--- src/cfc_pkg.sv ---
// Package for the CRC-16 length-framed checker.
// Beat types, frame constants and the byte-wise CRC-16 (0x1021) update.
// No dependencies.
`timescale 1ns / 1ps

package cfc_pkg;

  localparam logic [8:0]  PosSat  = 9'd263;
  localparam logic [15:0] CrcPoly = 16'h1021;
  localparam logic [8:0]  AckPos  = 9'd3;
  localparam logic [8:0]  LenPos  = 9'd4;
  localparam logic [8:0]  MinLen  = 9'd5;
  localparam logic [8:0]  HiOfs   = 9'd5;
  localparam logic [8:0]  LoOfs   = 9'd6;
  localparam logic [8:0]  FullOfs = 9'd7;
  localparam logic [7:0]  AckCode = 8'd1;

  typedef struct packed {
    logic [7:0] rx_byte;
    logic       line_idle;
  } cfc_in_t;

  typedef struct packed {
    logic        frame_ok;
    logic        ack_requested;
    logic [7:0]  payload_length;
    logic [15:0] computed_crc;
    logic [8:0]  bytes_seen;
  } cfc_out_t;

  // MSB-first CRC-16 over one byte, no reflection, no final xor
  function automatic logic [15:0] crc16_byte(input logic [15:0] crc, input logic [7:0] b);
    logic [15:0] c;
    c = crc ^ {b, 8'h00};
    for (int k = 0; k < 8; k++) begin
      if (c[15]) begin
        c = {c[14:0], 1'b0} ^ CrcPoly;
      end else begin
        c = {c[14:0], 1'b0};
      end
    end
    return c;
  endfunction

endpackage

--- src/cfc_frame.sv ---
// Frame tracker of the CRC-16 frame checker: position, CRC, captured bytes.
// Forms the verdict for an idle beat; uses cfc_pkg.
`timescale 1ns / 1ps

module cfc_frame #(
  parameter int MAX_FRAME_BYTES = 140
) (
  input  logic             clk_i,
  input  logic             rst_ni,
  input  logic             take_i,
  input  cfc_pkg::cfc_in_t beat_i,
  output cfc_pkg::cfc_out_t verdict_o
);

  logic [15:0] crc_q, crc_d;
  logic [8:0]  pos_q, pos_d;
  logic [7:0]  len_q, len_d;
  logic        ack_q, ack_d;
  logic [7:0]  hi_q, hi_d;
  logic [7:0]  lo_q, lo_d;

  logic [8:0] len_ext;
  logic       complete, fits, match, ok;

  assign len_ext = {1'b0, len_q};

  always_comb begin
    crc_d = crc_q;
    pos_d = pos_q;
    len_d = len_q;
    ack_d = ack_q;
    hi_d  = hi_q;
    lo_d  = lo_q;
    if (take_i) begin
      if (beat_i.line_idle) begin
        // verdict goes out this beat; start a fresh frame
        crc_d = '0;
        pos_d = '0;
        len_d = '0;
        ack_d = 1'b0;
        hi_d  = '0;
        lo_d  = '0;
      end else if (pos_q < cfc_pkg::PosSat) begin
        if (pos_q == cfc_pkg::AckPos) begin
          ack_d = (beat_i.rx_byte == cfc_pkg::AckCode);
        end
        if (pos_q == cfc_pkg::LenPos) begin
          len_d = beat_i.rx_byte;
        end
        // length byte itself falls in the header branch, so len_q is safe here
        if (pos_q <= cfc_pkg::LenPos || pos_q < len_ext + cfc_pkg::HiOfs) begin
          crc_d = cfc_pkg::crc16_byte(crc_q, beat_i.rx_byte);
        end else if (pos_q == len_ext + cfc_pkg::HiOfs) begin
          hi_d = beat_i.rx_byte;
        end else if (pos_q == len_ext + cfc_pkg::LoOfs) begin
          lo_d = beat_i.rx_byte;
        end
        pos_d = pos_q + 9'd1;
      end
    end
  end

  always_ff @(posedge clk_i or negedge rst_ni) begin
    if (!rst_ni) begin
      crc_q <= '0;
      pos_q <= '0;
      len_q <= '0;
      ack_q <= 1'b0;
      hi_q  <= '0;
      lo_q  <= '0;
    end else begin
      crc_q <= crc_d;
      pos_q <= pos_d;
      len_q <= len_d;
      ack_q <= ack_d;
      hi_q  <= hi_d;
      lo_q  <= lo_d;
    end
  end

  assign complete = (pos_q >= cfc_pkg::MinLen) && (pos_q >= len_ext + cfc_pkg::FullOfs);
  assign fits     = (pos_q <= 9'(MAX_FRAME_BYTES));
  assign match    = (hi_q == crc_q[15:8]) && (lo_q == crc_q[7:0]);
  assign ok       = complete && fits && match;

  always_comb begin
    verdict_o.frame_ok       = ok;
    verdict_o.ack_requested  = ok && ack_q;
    verdict_o.payload_length = len_q;
    verdict_o.computed_crc   = crc_q;
    verdict_o.bytes_seen     = pos_q;
  end

endmodule

--- config.mk ---
export PLATFORM = sky130hd
export DESIGN_NAME = cfc_frame
export DESIGN_NICKNAME = d
export VERILOG_FILES = /design/src/cfc_pkg.sv /design/src/cfc_frame.sv
export SDC_FILE = /design/constraint.sdc
export NUM_CORES = 1
export LEC_CHECK = 0
export BUFFER_PORTS_ARGS = -buffer_cell sky130_fd_sc_hd__buf_2
export CORE_ASPECT_RATIO = 0.7
export CORE_MARGIN = 2
export CORE_UTILIZATION = 30
export CTS_CLUSTER_SIZE = 20
export DETAILED_ROUTE_END_ITERATION = 8
export PLACE_DENSITY = 0.49
export SLEW_MARGIN = 20
export SYNTH_ARGS = -nofsm -noshare
export SYNTH_HDL_FRONTEND = slang
export SYNTH_SLANG_ARGS = --single-unit
--- constraint.sdc ---
create_clock -name clk_i -period 9.45 [get_ports clk_i]
set_clock_uncertainty 0.2 [all_clocks]
set_input_delay 0.4725 -clock clk_i [delete_from_list [all_inputs] [get_ports clk_i]]
set_output_delay 0.4725 -clock clk_i [all_outputs]
set_load 0.005 [all_outputs]
After elaboration in Yosys (flattened, before gate mapping)
Index checks and enable logic that the tools add are counted.
- muxes and demuxes: 56
- add/sub/neg operators: 4
- bitwise gates (word level): 9
- equality and inequality tests: 9
- $lt $le $gt $ge: 6
- reductions and logical operators: 18
- operators with widths (kind ; count):
    2-to-1 mux 16 bit ; 31
    2-to-1 mux 13 bit ; 8
    2-to-1 mux 8 bit ; 12
    adder 8 x 3 -> 9 bit (second input constant) ; 3
    NOT 3 bit ; 8
    == test 9 bit ; 2
    2-to-1 mux 9 bit ; 2
    == test 8 bit ; 2
    XOR 16 bit ; 1
    nonzero test 2 bit ; 6
    adder 9 x 1 -> 9 bit (second input constant) ; 1
    == test 9 x 2 -> 1 bit (second input constant) ; 1
    == test 9 x 3 -> 1 bit (second input constant) ; 1
    >= comparator 9 x 3 -> 1 bit (second input constant) ; 1
    >= comparator 9 bit ; 1
    less-or-equal comparator 9 x 3 -> 1 bit (second input constant) ; 1
    less-or-equal comparator 9 x 8 -> 1 bit (second input constant) ; 1
    < comparator 9 bit ; 1
    < comparator 9 bit (second input constant) ; 1
    AND reduction 3 bit ; 3
    == test 8 x 1 -> 1 bit (second input constant) ; 1
    logical AND 1 bit ; 5
    AND reduction 5 bit ; 1
    != test 2 bit (second input constant) ; 2
    4 further kinds ; 6
- output and inout bits: 35
- flip-flop bits (word level): 50
- bits of input ports: 12
- logic and storage cells: 108

Longest topological paths before layout
Gate-level depths: netlist of the first run.
- depth after elaboration: 48
- mapped depth: 14
- depth with buffers taken out: 12

Least setup slack after synthesis of the first run
Ideal clock, no wire load.
- path type: register to register
- start: reg len_q[2]
- end: reg lo_q[2]
- buffers on the path: 2
- setup slack: 6.383 ns
- data arrival time: 2.725 ns
- setup time: 0.142 ns
- cell stages (with the launch flop): 15
- data required time: 9.108 ns
- clock period less this slack: 3.067 ns
- cell sequence: dfrtp_1 -> buf_2 -> inv_1 -> ha_1 -> a21oi_1 -> nor2_1 -> xnor2_1 -> ha_1 -> nand4_1 -> a31oi_1 -> o21ai_1 -> a211oi_2 -> and3_1 -> buf_4 -> o221ai_1
- cells in the longest elaborated chain, start to end: 5
- elaborated cells on any way between the ends: 10
- classes of those cells: 2 x add/sub; 1 x order compare; 4 x eq/ne; 3 x reduce/logical
- RTL lines (what ; line ; text):
    from (decl) ; cfc_frame.sv:17 ; logic [7:0] len_q, len_d;
    from (signal assigned) ; cfc_frame.sv:74 ; len_q <= len_d;
    adder 8 x 3 -> 9 bit ; cfc_frame.sv:51, cfc_frame.sv:53 ;
    < comparator 9 bit ; cfc_frame.sv:51 ; if (pos_q <= cfc_pkg::LenPos || pos_q < len_ext + cfc_pkg::HiOfs) begin
    logical OR 1 bit ; cfc_frame.sv:51 ;
    != test 2 bit (no source line) ; - ;
    AND reduction 5 bit (no source line) (*) ; - ;
    to (signal assigned) ; cfc_frame.sv:77 ; lo_q <= lo_d;
    to (decl) ; cfc_frame.sv:20 ; logic [7:0] lo_q, lo_d;
Mark *: on every way between the ends. The rest lies on a longest branch, timed or not.
A chain may end at the register's enable or synchronous reset.

Worst setup path in the final report of the first run
- start: reg len_q[2]
- end: reg lo_q[3]
Same word-level chain as after synthesis.

==> flow_metrics.py, run 1 <==
metrics = {
    "critical_path": {
        "timing.critical_path.cells": "inv_1, ha_1, a21oi_1, nor2_1, xnor2_1, ha_1, nand2_1, o21ai_0, nand2_1, a211oi_2, and3_1, o221ai_1",
        "worst_path_max_delay_cell": "a211oi_2",
        "worst-r2r-cell-count": 12,
        "critical_path_peak_fanout": 10,
        "arrival_ns": 3.87,
        "critical-path-top-delay-family": "compound AO/OA/AOI/OAI gates",
        "critPathCaptureType": "flip-flop",
        "cp_num_cells": 12,
        "cp_data_required_time_ns": 9.40,
        "cp_slowest_stage_delay_ns": 0.59,
        "startpoint_type": "flip-flop",
        "critPathBufInv": 1,
        "setup.worst_path.class": "flip-flop to flip-flop",
    },
    "pwr": {
        "peakVddDrop_mv": 0.08672,
        "power-per-cell-area_nw_per_um2": 198.3,
        "fin_total_pwr_uw": 847.9,
        "total_leakage_power_nw": 1.969,
    },
    "logic_synthesis": {
        "synthSimpleGateAreaFrac_pct": 18.62,
        "synth_top_cell_area_share_pct": 33.24,
        "yosys-mux-area-fraction_pct": 3.624,
        "synth_sequential_area_ratio_pct": 33.24,
        "synthesis.area_per_instance_um2": 9.025,
        "post_synth_num_cell_types": 50,
        "synth-compound-area-share_pct": 17.19,
        "syn_inst": 417,
        "synth.cell_area_um2": 3764,
        "synth-edff-count": 0,
        "synth_top_family_by_area": "simple AND/OR/NAND/NOR gates",
        "postSynth.asyncResetShare_pct": 100.0,
        "number_of_synthesized_register_bits": 50,
        "postSynth.topFlopCell": "dfrtp_1",
        "ys_top_cells_by_area": "dfrtp_1 (33%), ha_1 (8.3%), xnor2_1 (7.2%), xor2_1 (7.0%), nand2_1 (4.2%)",
        "yosys_warnings": 0,
        "synth_fa_ha_area_share_pct": 8.311,
        "synth-xor-area-share_pct": 14.20,
        "synthesis.nets": 454,
        "synth_top_cell_by_area": "dfrtp_1",
    },
    "grt": {
        "via_count_of_the_first_global_routing_pass": 3077,
        "grt_pass1_wl_um": 17970,
        "grt_overflow_total": 0,
        "largest_net_degree_at_the_start_of_global_routing": 51,
        "antenna_found_initial": 0,
        "grtUsageTotal_pct": 17.32,
    },
    "floorplanning": {
        "die_x_um": 137.9,
        "die_area_um2": 13470,
        "core-area_um2": 12340,
        "starting_utilization_of_the_core_area_pct": 30.51,
        "io_pins": 47,
        "std_cell_rows": 34,
        "die_height_um": 97.71,
    },
    "finish": {
        "design_area_um2": 4275,
        "layout_common_cells": "dfrtp_1 (50), buf_2 (46), nand2_1 (42), xnor2_1 (31), xor2_1 (30)",
        "drive_gt1_share_pct": 15.40,
        "instances_no_fill": 610,
        "num-nets-final": 484,
        "layout.cells.most_common": "dfrtp_1",
        "antenna_cells": 0,
        "final_core_utilization_pct": 34.66,
        "syn_to_layout_area_delta_pct": 13.60,
    },
    "timing": {
        "unrepaired_setup_endpoints_after_global_routing": "false",
        "max-slew-margin-rel_pct": 49.41,
        "hold_violations": 0,
        "max_clock_freq_ghz": 0.2548,
        "max_slew.worst_pin.slew_ns": 0.7588,
        "fin_crit_ns": 3.924,
        "finalSetupViolations": 0,
        "least_setup_slack_across_all_paths_after_layout_ns": 5.526,
        "fin_setup_tns_ns": 0,
        "hold_slack_ns": 0.08729,
        "final_max_slew_viol_count": 0,
        "layout_worst_path_cycle_share_pct": 41.52,
    },
    "route": {
        "detail_route.iter0.violations": 211,
        "drt-vias-per-instance": 5.210,
        "drtAntennaViolNets": 0,
        "route.detailed.drc": 0,
        "detail_route.wirelength_um": 11360,
        "drt_pass1_iterations": 4,
        "routedWlPerCell_um": 18.62,
        "detailroute.via_count": 3178,
    },
    "clocking": {
        "root_buffer": "clkbuf_16",
        "cts-htree-levels": 2,
        "clock_insertion_delay_worst_skew_ns": 0.30,
        "clock_sinks": 50,
        "cts.reportedPaths.clkPinSlew_ns": 0.07,
        "cts_hold_buf": 0,
        "cts-buffers-inserted": 5,
        "cts_post_setup_buffers_inserted": 0,
        "clock_tree.buffer_depth": 2,
        "cts_resized": 0,
        "tritoncts": "built",
    },
    "placed_design": {
        "total_cell_area_at_the_placement_stage_um2": 4098,
        "place.detailed.instances": 602,
        "io_buffer_count": 46,
        "place_ws_ns": 5.598,
        "dpl.hpwl_um": 8279,
        "routabilityCongestion": 0.7964,
    },
    "hold_path": {
        "min-delay-path-class": "input port to async pin",
    },
    "job": {
        "max_cap_violations": 0,
    },
    "run_status": {
        "run_status": "finished, final reports clean",
    },
}
==> area by class of cell <==
class,instances,area (um^2)
Clock inverter,2,38.79
Tap cell,162,202.7
Sequential cell,50,1251
Clock buffer,6,138.9
Multi-Input combinational cell,325,2331
Timing Repair Buffer,49,252.7
Inverter,16,60.06
Fill cell,1293,8061
==> worst register-to-register path, stage by stage, from the launching register on <==
cell,delay (ns)
dfrtp_1,0.53
inv_1,0.18
ha_1,0.22
a21oi_1,0.29
nor2_1,0.10
xnor2_1,0.15
ha_1,0.32
nand2_1,0.06
o21ai_0,0.29
nand2_1,0.24
a211oi_2,0.59
and3_1,0.44
o221ai_1,0.19
==> where the power goes <==
| group | switching, mW | internal, mW | leakage (nW) | total, mW |
|---|---|---|---|---|
| clock | 0.0846 | 0.133 | 0.0875 | 0.218 |
| sequential | 0.0707 | 0.252 | 0.667 | 0.323 |
| combinational | 0.155 | 0.153 | 1.22 | 0.307 |
==> flip-flops by register name, indices dropped and copies added, names as in the netlist <==
| signal | flops |
|---|---|
| crc_q | 16 |
| pos_q | 9 |
| hi_q | 8 |
| len_q | 8 |
| lo_q | 8 |
| ack_q | 1 |
==> cells by family (layout without fill, tap and decap cells) <==
logic type | count (synthesis) | in the layout
flops | 50 | 50
fa+ha+maj | 25 | 25
compound gates | 93 | 93
xor+xnor | 61 | 61
mux | 13 | 13
simple gates | 133 | 133
buf+inv | 42 | 73
==> synthesized netlist by cell type, types with 7 or more instances <==
master	number
nor2_1	13
o221ai_1	8
nand2_1	42
nand3_1	8
ha_1	25
inv_1	16
nor4_1	13
nand4_1	14
xor2_1	30
a21oi_1	11
dfrtp_1	50
buf_2	7
nor3_1	7
clkbuf_1	13
nor2b_1	10
a21o_1	11
and2_1	9
xnor2_1	31
o21ai_0	26
mux2i_1	8
a22o_1	7
==> path summary, 6_finish.rpt <==
path	from	end	slack [ns]
max	len_q[2]	lo_q[3]	5.53
min	rst_ni	pos_q[0]	0.09
max reg2reg	len_q[2]	lo_q[3]	5.53
min reg2reg	ack_q	ack_q	0.31
max in group asynchronous	rst_ni	lo_q[0]	8.47
min in group clk_i	ack_q	ack_q	0.31
==> layer usage <==
layer / global-route usage (%) / part of all wire [%]
met5: 0 / 0
met4: 2.512 / 0.43
met3: 2.869 / 3.8
met2: 25.25 / 44
met1: 27.17 / 52
No activity file was read; power rests on OpenSTA's default activity.
==> inputs of run 2 (changes only) <==
--- a/config.mk
+++ b/config.mk
@@ -5,13 +5,14 @@
 export SDC_FILE = /design/constraint.sdc
 export NUM_CORES = 1
 export LEC_CHECK = 0
+export ABC_AREA = 1
 export BUFFER_PORTS_ARGS = -buffer_cell sky130_fd_sc_hd__buf_2
 export CORE_ASPECT_RATIO = 0.7
 export CORE_MARGIN = 2
 export CORE_UTILIZATION = 30
 export CTS_CLUSTER_SIZE = 20
 export DETAILED_ROUTE_END_ITERATION = 8
-export PLACE_DENSITY = 0.49
+export PLACE_DENSITY = 0.5
 export SLEW_MARGIN = 20
 export SYNTH_ARGS = -nofsm -noshare
 export SYNTH_HDL_FRONTEND = slang
==> constraint.sdc (replaced) <==
create_clock -name clk_i -period 3.45 [get_ports clk_i]
set_clock_uncertainty 0.2 [all_clocks]
set_input_delay 0.1725 -clock clk_i [delete_from_list [all_inputs] [get_ports clk_i]]
set_output_delay 0.1725 -clock clk_i [all_outputs]
set_load 0.005 [all_outputs]
==> run 2 against run 1 <==
Die area is 2.5% higher. Largest power group is now combinational logic. Cell count increased by 23%. Global-route usage grew 0.62 points. Critical endpoint is now verdict_o[33]. Highest routed layer unchanged. Clock-buffer cell count stayed put. Power grew to 2.9 times the previous value. Largest cell class unchanged. Sequential power grew to 2.6 times the previous value.
==> flow_metrics.py, run 2 <==
metrics = {
    "run_status": {
        "run_status": "finished, final reports clean",
    },
    "clocking": {
        "cts-htree-levels": 2,
        "clock_sinks": 50,
        "clock_insertion_delay_worst_skew_ns": 0.29,
        "cts-buffers-inserted": 5,
        "cts.reportedPaths.clkPinSlew_ns": 0.07,
        "tritoncts": "built",
        "root_buffer": "clkbuf_16",
        "clock_tree.buffer_depth": 2,
    },
    "logic_synthesis": {
        "synthesis.nets": 573,
        "ys_top_cells_by_area": "dfrtp_1 (32%), nand2_1 (14%), ha_1 (8.1%), inv_1 (5.8%), nand3_1 (5.4%)",
        "yosysMostFrequentCell": "nand2_1",
        "syn_inst": 536,
        "synth_top_cell_by_area": "dfrtp_1",
        "yosys-top-cells-count": "nand2_1 (141), inv_1 (60), dfrtp_1 (50)",
        "post_synth_num_cell_types": 37,
        "number_of_synthesized_register_bits": 50,
        "synth_top_cell_area_share_pct": 32.41,
        "synth.cell_area_um2": 3860,
        "postSynth.topFlopCell": "dfrtp_1",
        "yosys_warnings": 0,
        "synthesis.area_per_instance_um2": 7.201,
        "postSynth.asyncResetShare_pct": 100.0,
        "synth-edff-count": 0,
        "synth_sequential_area_ratio_pct": 32.41,
    },
    "finish": {
        "instances_no_fill": 748,
        "antenna_cells": 0,
        "fill_cells": 1361,
        "top_register": "crc_q",
        "largest_register_ffs": 16,
        "drive_gt1_share_pct": 15.19,
        "layout_common_cells": "nand2_1 (141), inv_1 (60), dfrtp_1 (50), nor2_1 (49), buf_2 (46)",
        "num-nets-final": 622,
        "top_regs": "crc_q: 16 flops, pos_q: 9 flops",
        "syn_to_layout_area_delta_pct": 15.24,
        "layout.cells.most_common": "nand2_1",
        "design_area_um2": 4448,
    },
    "placed_design": {
        "io_buffer_count": 46,
        "dpl.hpwl_um": 9739,
        "place_ws_ns": 0.3424,
        "place.detailed.instances": 738,
        "total_cell_area_at_the_placement_stage_um2": 4257,
        "routabilityCongestion": 0.9544,
    },
    "grt": {
        "antenna_found_initial": 0,
        "largest_net_degree_at_the_start_of_global_routing": 39,
        "grtUsageTotal_pct": 17.94,
        "via_count_of_the_first_global_routing_pass": 3413,
        "grt_overflow_total": 0,
        "grt_pass1_wl_um": 19350,
    },
    "critical_path": {
        "timing.critical_path.cells": "inv_1, ha_1, nand2_1, nand2_1, xor2_1, inv_1, ha_1, nand2_1, nor2_1, nand3_1, nand4_1, nand3_1, nor2_1, buf_2",
        "startpoint_type": "flip-flop",
        "cp_slowest_stage_delay_ns": 0.45,
        "worst_path_max_delay_cell": "dfrtp_1",
        "setup.worst_path.class": "flip-flop to output port",
        "critPathCaptureType": "output port",
        "arrival_ns": 2.89,
        "critPathBufInv": 3,
        "critical-path-top-delay-family": "simple AND/OR/NAND/NOR gates",
        "crit_top_cell": "nand2_1",
        "critical_path_peak_fanout": 6,
        "cp_data_required_time_ns": 3.08,
    },
    "route": {
        "routedWlPerCell_um": 16.31,
        "route.detailed.drc": 0,
        "detail_route.iter0.violations": 365,
        "detail_route.wirelength_um": 12200,
        "drtAntennaViolNets": 0,
        "drt_pass1_iterations": 5,
        "drt-vias-per-instance": 4.983,
        "detailroute.via_count": 3727,
    },
    "pwr": {
        "switching_share_pct": 41.06,
        "relative_contribution_of_combinational_cells_to_total_power_pct": 43.2,
        "fin_total_pwr_mw": 2.456,
        "p_seq_share_pct": 34.1,
        "total_leakage_power_nw": 2.375,
        "peakVddDrop_mv": 0.3574,
        "share_clk_of_total_power_pct": 22.7,
        "internal-power_mw": 1.448,
        "power_switching_mw": 1.009,
        "power-per-cell-area_nw_per_um2": 552.3,
    },
    "floorplanning": {
        "io_pins": 47,
        "die_area_um2": 13800,
        "die_height_um": 98.91,
        "core-area_um2": 12510,
        "std_cell_rows": 34,
        "die_x_um": 139.6,
        "starting_utilization_of_the_core_area_pct": 30.86,
    },
    "timing": {
        "layout_worst_path_cycle_share_pct": 94.63,
        "finalSetupViolations": 0,
        "least_setup_slack_across_all_paths_after_layout_ns": 0.1851,
        "fin_setup_tns_ns": 0,
        "unrepaired_setup_endpoints_after_global_routing": "false",
        "max_slew.worst_pin.slew_ns": 0.8677,
        "max-slew-margin-rel_pct": 42.16,
        "hold_violations": 0,
        "final_max_slew_viol_count": 0,
        "max_clock_freq_ghz": 0.3063,
        "fin_crit_ns": 3.265,
    },
    "hold_path": {
        "min-delay-path-class": "input port to flip-flop",
    },
    "job": {
        "max_cap_violations": 0,
    },
}
[run 2: changes by cell type after synthesis, sizes merged, moves of 9 or more]
cell    before  now
nand2       42  149
inv         16   65
nor2        13   57
nand3        8   47
xnor2       31   18
nor4        13    1
xor2        30   18
clkbuf      13    2
nor2b       10    0
a21o        11    2
and2         9    0
[run 2: cell families (layout without fill, tap and decap cells)]
family | count (synthesis) | in the layout | share of synthesized area [%]
compound gates | 67 | 67 | 9.335
xor+xnor | 36 | 36 | 8.168
fa+ha+maj | 25 | 25 | 8.104
buf+inv | 78 | 128 | 8.687
flops | 50 | 50 | 32.41
simple gates | 280 | 280 | 33.29
[run 2: worst reg2reg max path, stage by stage (launching register included)]
cell and delay [ns]:
dfrtp_1 0.45, inv_1 0.19, ha_1 0.17, nand2_1 0.05
nand2_1 0.18, nand2_1 0.10, xor2_1 0.15, ha_1 0.28
nand2_1 0.06, nor2_1 0.21, nand3_1 0.11, nand3_1 0.14
nand2_2 0.12, nand2_2 0.13, nand2_4 0.14, inv_2 0.17
nand2_1 0.07, nand2_1 0.07
[run 2: repair_timing]
item / in CTS / in global routing
hold endpoints to repair: 38 / 0
setup endpoints to repair: 0 / 1
buffers inserted: 0 / 0
hold buffers: 2 / 0
resized for setup: 0 / 1
[run 2: area by class of cell]
cell class | instances | area [um^2] | area share [%]
clock inverter | 2 | 37.54 | 0.8439
sequential | 50 | 1251 | 28.13
timing repair buffer | 55 | 302.8 | 6.807
multi-input combinational | 408 | 2278 | 51.22
clock buffer | 6 | 128.9 | 2.897
inverter | 65 | 246.5 | 5.541
tap | 162 | 202.7 | 4.557
[run 2: worst paths after layout]
| kind | from | end | slack [ns] | cells past startpoint |
|---|---|---|---|---|
| min in group asynchronous | rst_ni | crc_q[5] | 0.33 | 2 |
| max reg2reg | len_q[2] | crc_q[15] | 0.39 | 17 |
| max in group asynchronous | rst_ni | lo_q[0] | 2.00 | 3 |
| min | beat_i[8] | len_q[7] | 0.02 | 3 |
| max | len_q[2] | verdict_o[33] | 0.19 | 14 |
| min reg2reg | crc_q[7] | crc_q[7] | 0.32 | 2 |
[run 2: power by group through the flow]
| stage | registers [mW] | logic [mW] | clock network (mW) |
|---|---|---|---|
| finish | 0.837 | 1.06 | 0.559 |
| detailed placement | 0.849 | 1.05 | 0 |
| floorplan | 0.811 | 0.728 | 0 |
| CTS | 0.838 | 1.06 | 0.575 |
| global placement | 0.844 | 1.04 | 0 |
| global route | 0.853 | 1.20 | 0.596 |
[run 2: layer usage]
layer  GRT usage, %  part of all wire, %  up-vias
li1               -                    -     1832
met1          29.16                   53     1761
met2          24.81                   39      128
met3          2.867                  7.8        6
met4          3.000                 0.71        0
met5              0                    0        -
[run 2: through the flow]
stage	hold WS, ns	util [%]
floorplan	-0.3231	-
global placement	0.1457	34.03
detailed placement	0.1415	34.03
CTS	0.02904	35.52
global route	0.04117	35.56
finish	0.02070	35.56
==> inputs of run 3 (changes only) <==
--- a/config.mk
+++ b/config.mk
@@ -5,7 +5,6 @@
 export SDC_FILE = /design/constraint.sdc
 export NUM_CORES = 1
 export LEC_CHECK = 0
-export ABC_AREA = 1
 export BUFFER_PORTS_ARGS = -buffer_cell sky130_fd_sc_hd__buf_2
 export CORE_ASPECT_RATIO = 0.7
 export CORE_MARGIN = 2
==> run 3 against run 2 <==
Wire length fell by 7.0%. Clock-buffer cell count fell by 1. Core utilization rose by 0.085 points. Global-route usage fell by 0.31 points. Sequential power rose by 2.5%. Register-to-register slack got worse by 0.07 ns. Non-clock buffer count rose by 11. Design area fell by 1.1%. Largest cell class unchanged. Clock power barely moved. Setup slack improved by 0.019 ns.
==> flow_metrics.py, run 3 (synthesis gave the netlist of run 1 again) <==
metrics = {
    "finish": {
        "antenna_cells": 0,
        "num-nets-final": 501,
        "top_regs": "crc_q: 16 flops, pos_q: 9 flops",
        "layout_common_cells": "dfrtp_1 (50), buf_2 (46), nand2_1 (42), xnor2_1 (31), xor2_1 (30)",
        "layout.cells.most_common": "dfrtp_1",
        "layout.area.seq_um2": 1251,
        "area_of_the_multi_input_gates_um2": 2337,
        "syn_to_layout_area_delta_pct": 16.86,
        "design_area_um2": 4398,
        "drive_gt1_share_pct": 18.32,
        "top_register": "crc_q",
        "largest_register_ffs": 16,
        "fill_cells": 1272,
    },
    "timing": {
        "layout_worst_path_cycle_share_pct": 94.09,
        "max_slew.worst_pin.slew_ns": 0.8024,
        "finalSetupViolations": 0,
        "unrepaired_setup_endpoints_after_global_routing": "false",
        "max-slew-margin-rel_pct": 46.51,
        "max_clock_freq_ghz": 0.3081,
        "hold_violations": 0,
        "fin_setup_tns_ns": 0,
        "fin_crit_ns": 3.246,
        "final_max_slew_viol_count": 0,
    },
    "route": {
        "detail_route.iter0.violations": 208,
        "drt-vias-per-instance": 5.220,
        "detail_route.wirelength_um": 11340,
        "drt_pass1_iterations": 4,
        "routedWlPerCell_um": 18.12,
        "detailroute.via_count": 3268,
        "route.detailed.drc": 0,
        "drtAntennaViolNets": 0,
    },
    "grt": {
        "grt_overflow_total": 0,
        "via_count_of_the_first_global_routing_pass": 3173,
        "grtUsageTotal_pct": 17.63,
        "largest_net_degree_at_the_start_of_global_routing": 34,
        "antenna_found_initial": 0,
        "grt_pass1_wl_um": 18300,
    },
    "floorplanning": {
        "std_cell_rows": 34,
        "core-area_um2": 12340,
        "starting_utilization_of_the_core_area_pct": 30.51,
        "die_area_um2": 13470,
        "die_height_um": 97.71,
        "die_x_um": 137.9,
        "io_pins": 47,
    },
    "clocking": {
        "cts.reportedPaths.clkPinSlew_ns": 0.07,
        "cts_post_setup_buffers_inserted": 0,
        "clock_insertion_delay_worst_skew_ns": 0.29,
        "clock_tree.buffer_depth": 2,
        "cts-htree-levels": 2,
        "root_buffer": "clkbuf_16",
        "tritoncts": "built",
        "clock_sinks": 50,
        "cts-buffers-inserted": 5,
    },
    "placed_design": {
        "dpl.hpwl_um": 8655,
        "io_buffer_count": 46,
        "routabilityCongestion": 0.8747,
        "total_cell_area_at_the_placement_stage_um2": 4218,
    },
    "hold_path": {
        "min-delay-start": "take_i",
        "worst_hold_path.endpoint": "pos_q[7]",
        "timing.hold.worst_path_depth": 2,
        "min-delay-path-class": "input port to flip-flop",
    },
    "critical_path": {
        "setup.worst_path.class": "flip-flop to output port",
        "critPathCaptureType": "output port",
        "startpoint_type": "flip-flop",
        "arrival_ns": 2.87,
        "worst_r2r_endpoint": "crc_q[3]",
        "worst-r2r-cell-count": 12,
        "critical_path_peak_fanout": 7,
        "crit-reg2reg-launch": "len_q[1]",
        "cp_data_required_time_ns": 3.08,
        "regToRegSetupSlack_ns": 0.32,
    },
    "pwr": {
        "peakVddDrop_mv": 0.2924,
        "fin_total_pwr_mw": 2.326,
        "total_leakage_power_nw": 2.053,
        "power-per-cell-area_nw_per_um2": 528.8,
    },
    "run_status": {
        "run_status": "finished, final reports clean",
    },
    "job": {
        "max_cap_violations": 0,
    },
}
[run 3: metrics by stage]
stage	instances	setup WS (ns)	hold slack [ns]	utilization, %
finish	626	0.2039	0.1181	35.65
global route	626	0.01785	0.1421	35.65
CTS	626	0.03748	0.1039	35.60
detailed placement	618	0.3667	0.1027	34.19
global placement	618	0.4094	0.1068	34.19
floorplan	417	0.3828	-0.3231	-
[run 3: final cells by class]
type / count / area share, %
inverters: 16 / 1.366
clock inverters: 2 / 0.8819
multi-input cells: 325 / 53.14
well taps: 162 / 4.609
repair buffers: 66 / 8.706
flip-flops and latches: 50 / 28.45
clock buffers: 5 / 2.845
[run 3: routing by layer]
metal	global-route usage, %	share of wire, %	vias up
li1	-	-	1587
met1	27.31	52	1589
met2	25.97	43	86
met3	3.130	4.8	6
met4	2.590	0.47	0
met5	0	0	-
[run 3: what timing repair did]
action,in CTS,in global routing
resized for setup,0,2
hold endpoints to repair,32,0
hold buffers,1,0
endpoints found under the setup margin,0,2
[run 3: where the power goes]
group | internal, mW | switching [mW] | total (mW)
clock | 0.340 | 0.222 | 0.562
sequential | 0.691 | 0.167 | 0.858
combinational | 0.433 | 0.473 | 0.906
total | 1.46 | 0.863 | 2.33
[run 3: worst max path at each step]
| stage | start | end | slack, ns | depth (start not counted) |
|---|---|---|---|---|
| 2_1_floorplan | len_q[2] | lo_q[2] | 0.38 | 14 |
| 3_3_place_gp | len_q[1] | verdict_o[33] | 0.41 | 10 |
| 3_5_place_dp | len_q[1] | crc_q[8] | 0.37 | 10 |
| 4_1_cts | len_q[1] | verdict_o[33] | 0.04 | 10 |
| 5_1_grt | len_q[1] | verdict_o[33] | 0.02 | 11 |
| 6_report | len_q[1] | verdict_o[33] | 0.20 | 10 |
[run 3: worst max-delay path, cell delays in order (launching register included)]
cell and delay (ns):
dfrtp_1 0.46, inv_1 0.18, ha_1 0.27, a21boi_1 0.32
nor2_1 0.09, xnor2_1 0.21, ha_1 0.28, a21o_1 0.19
a221oi_2 0.34, nor3b_1 0.09, buf_2 0.14
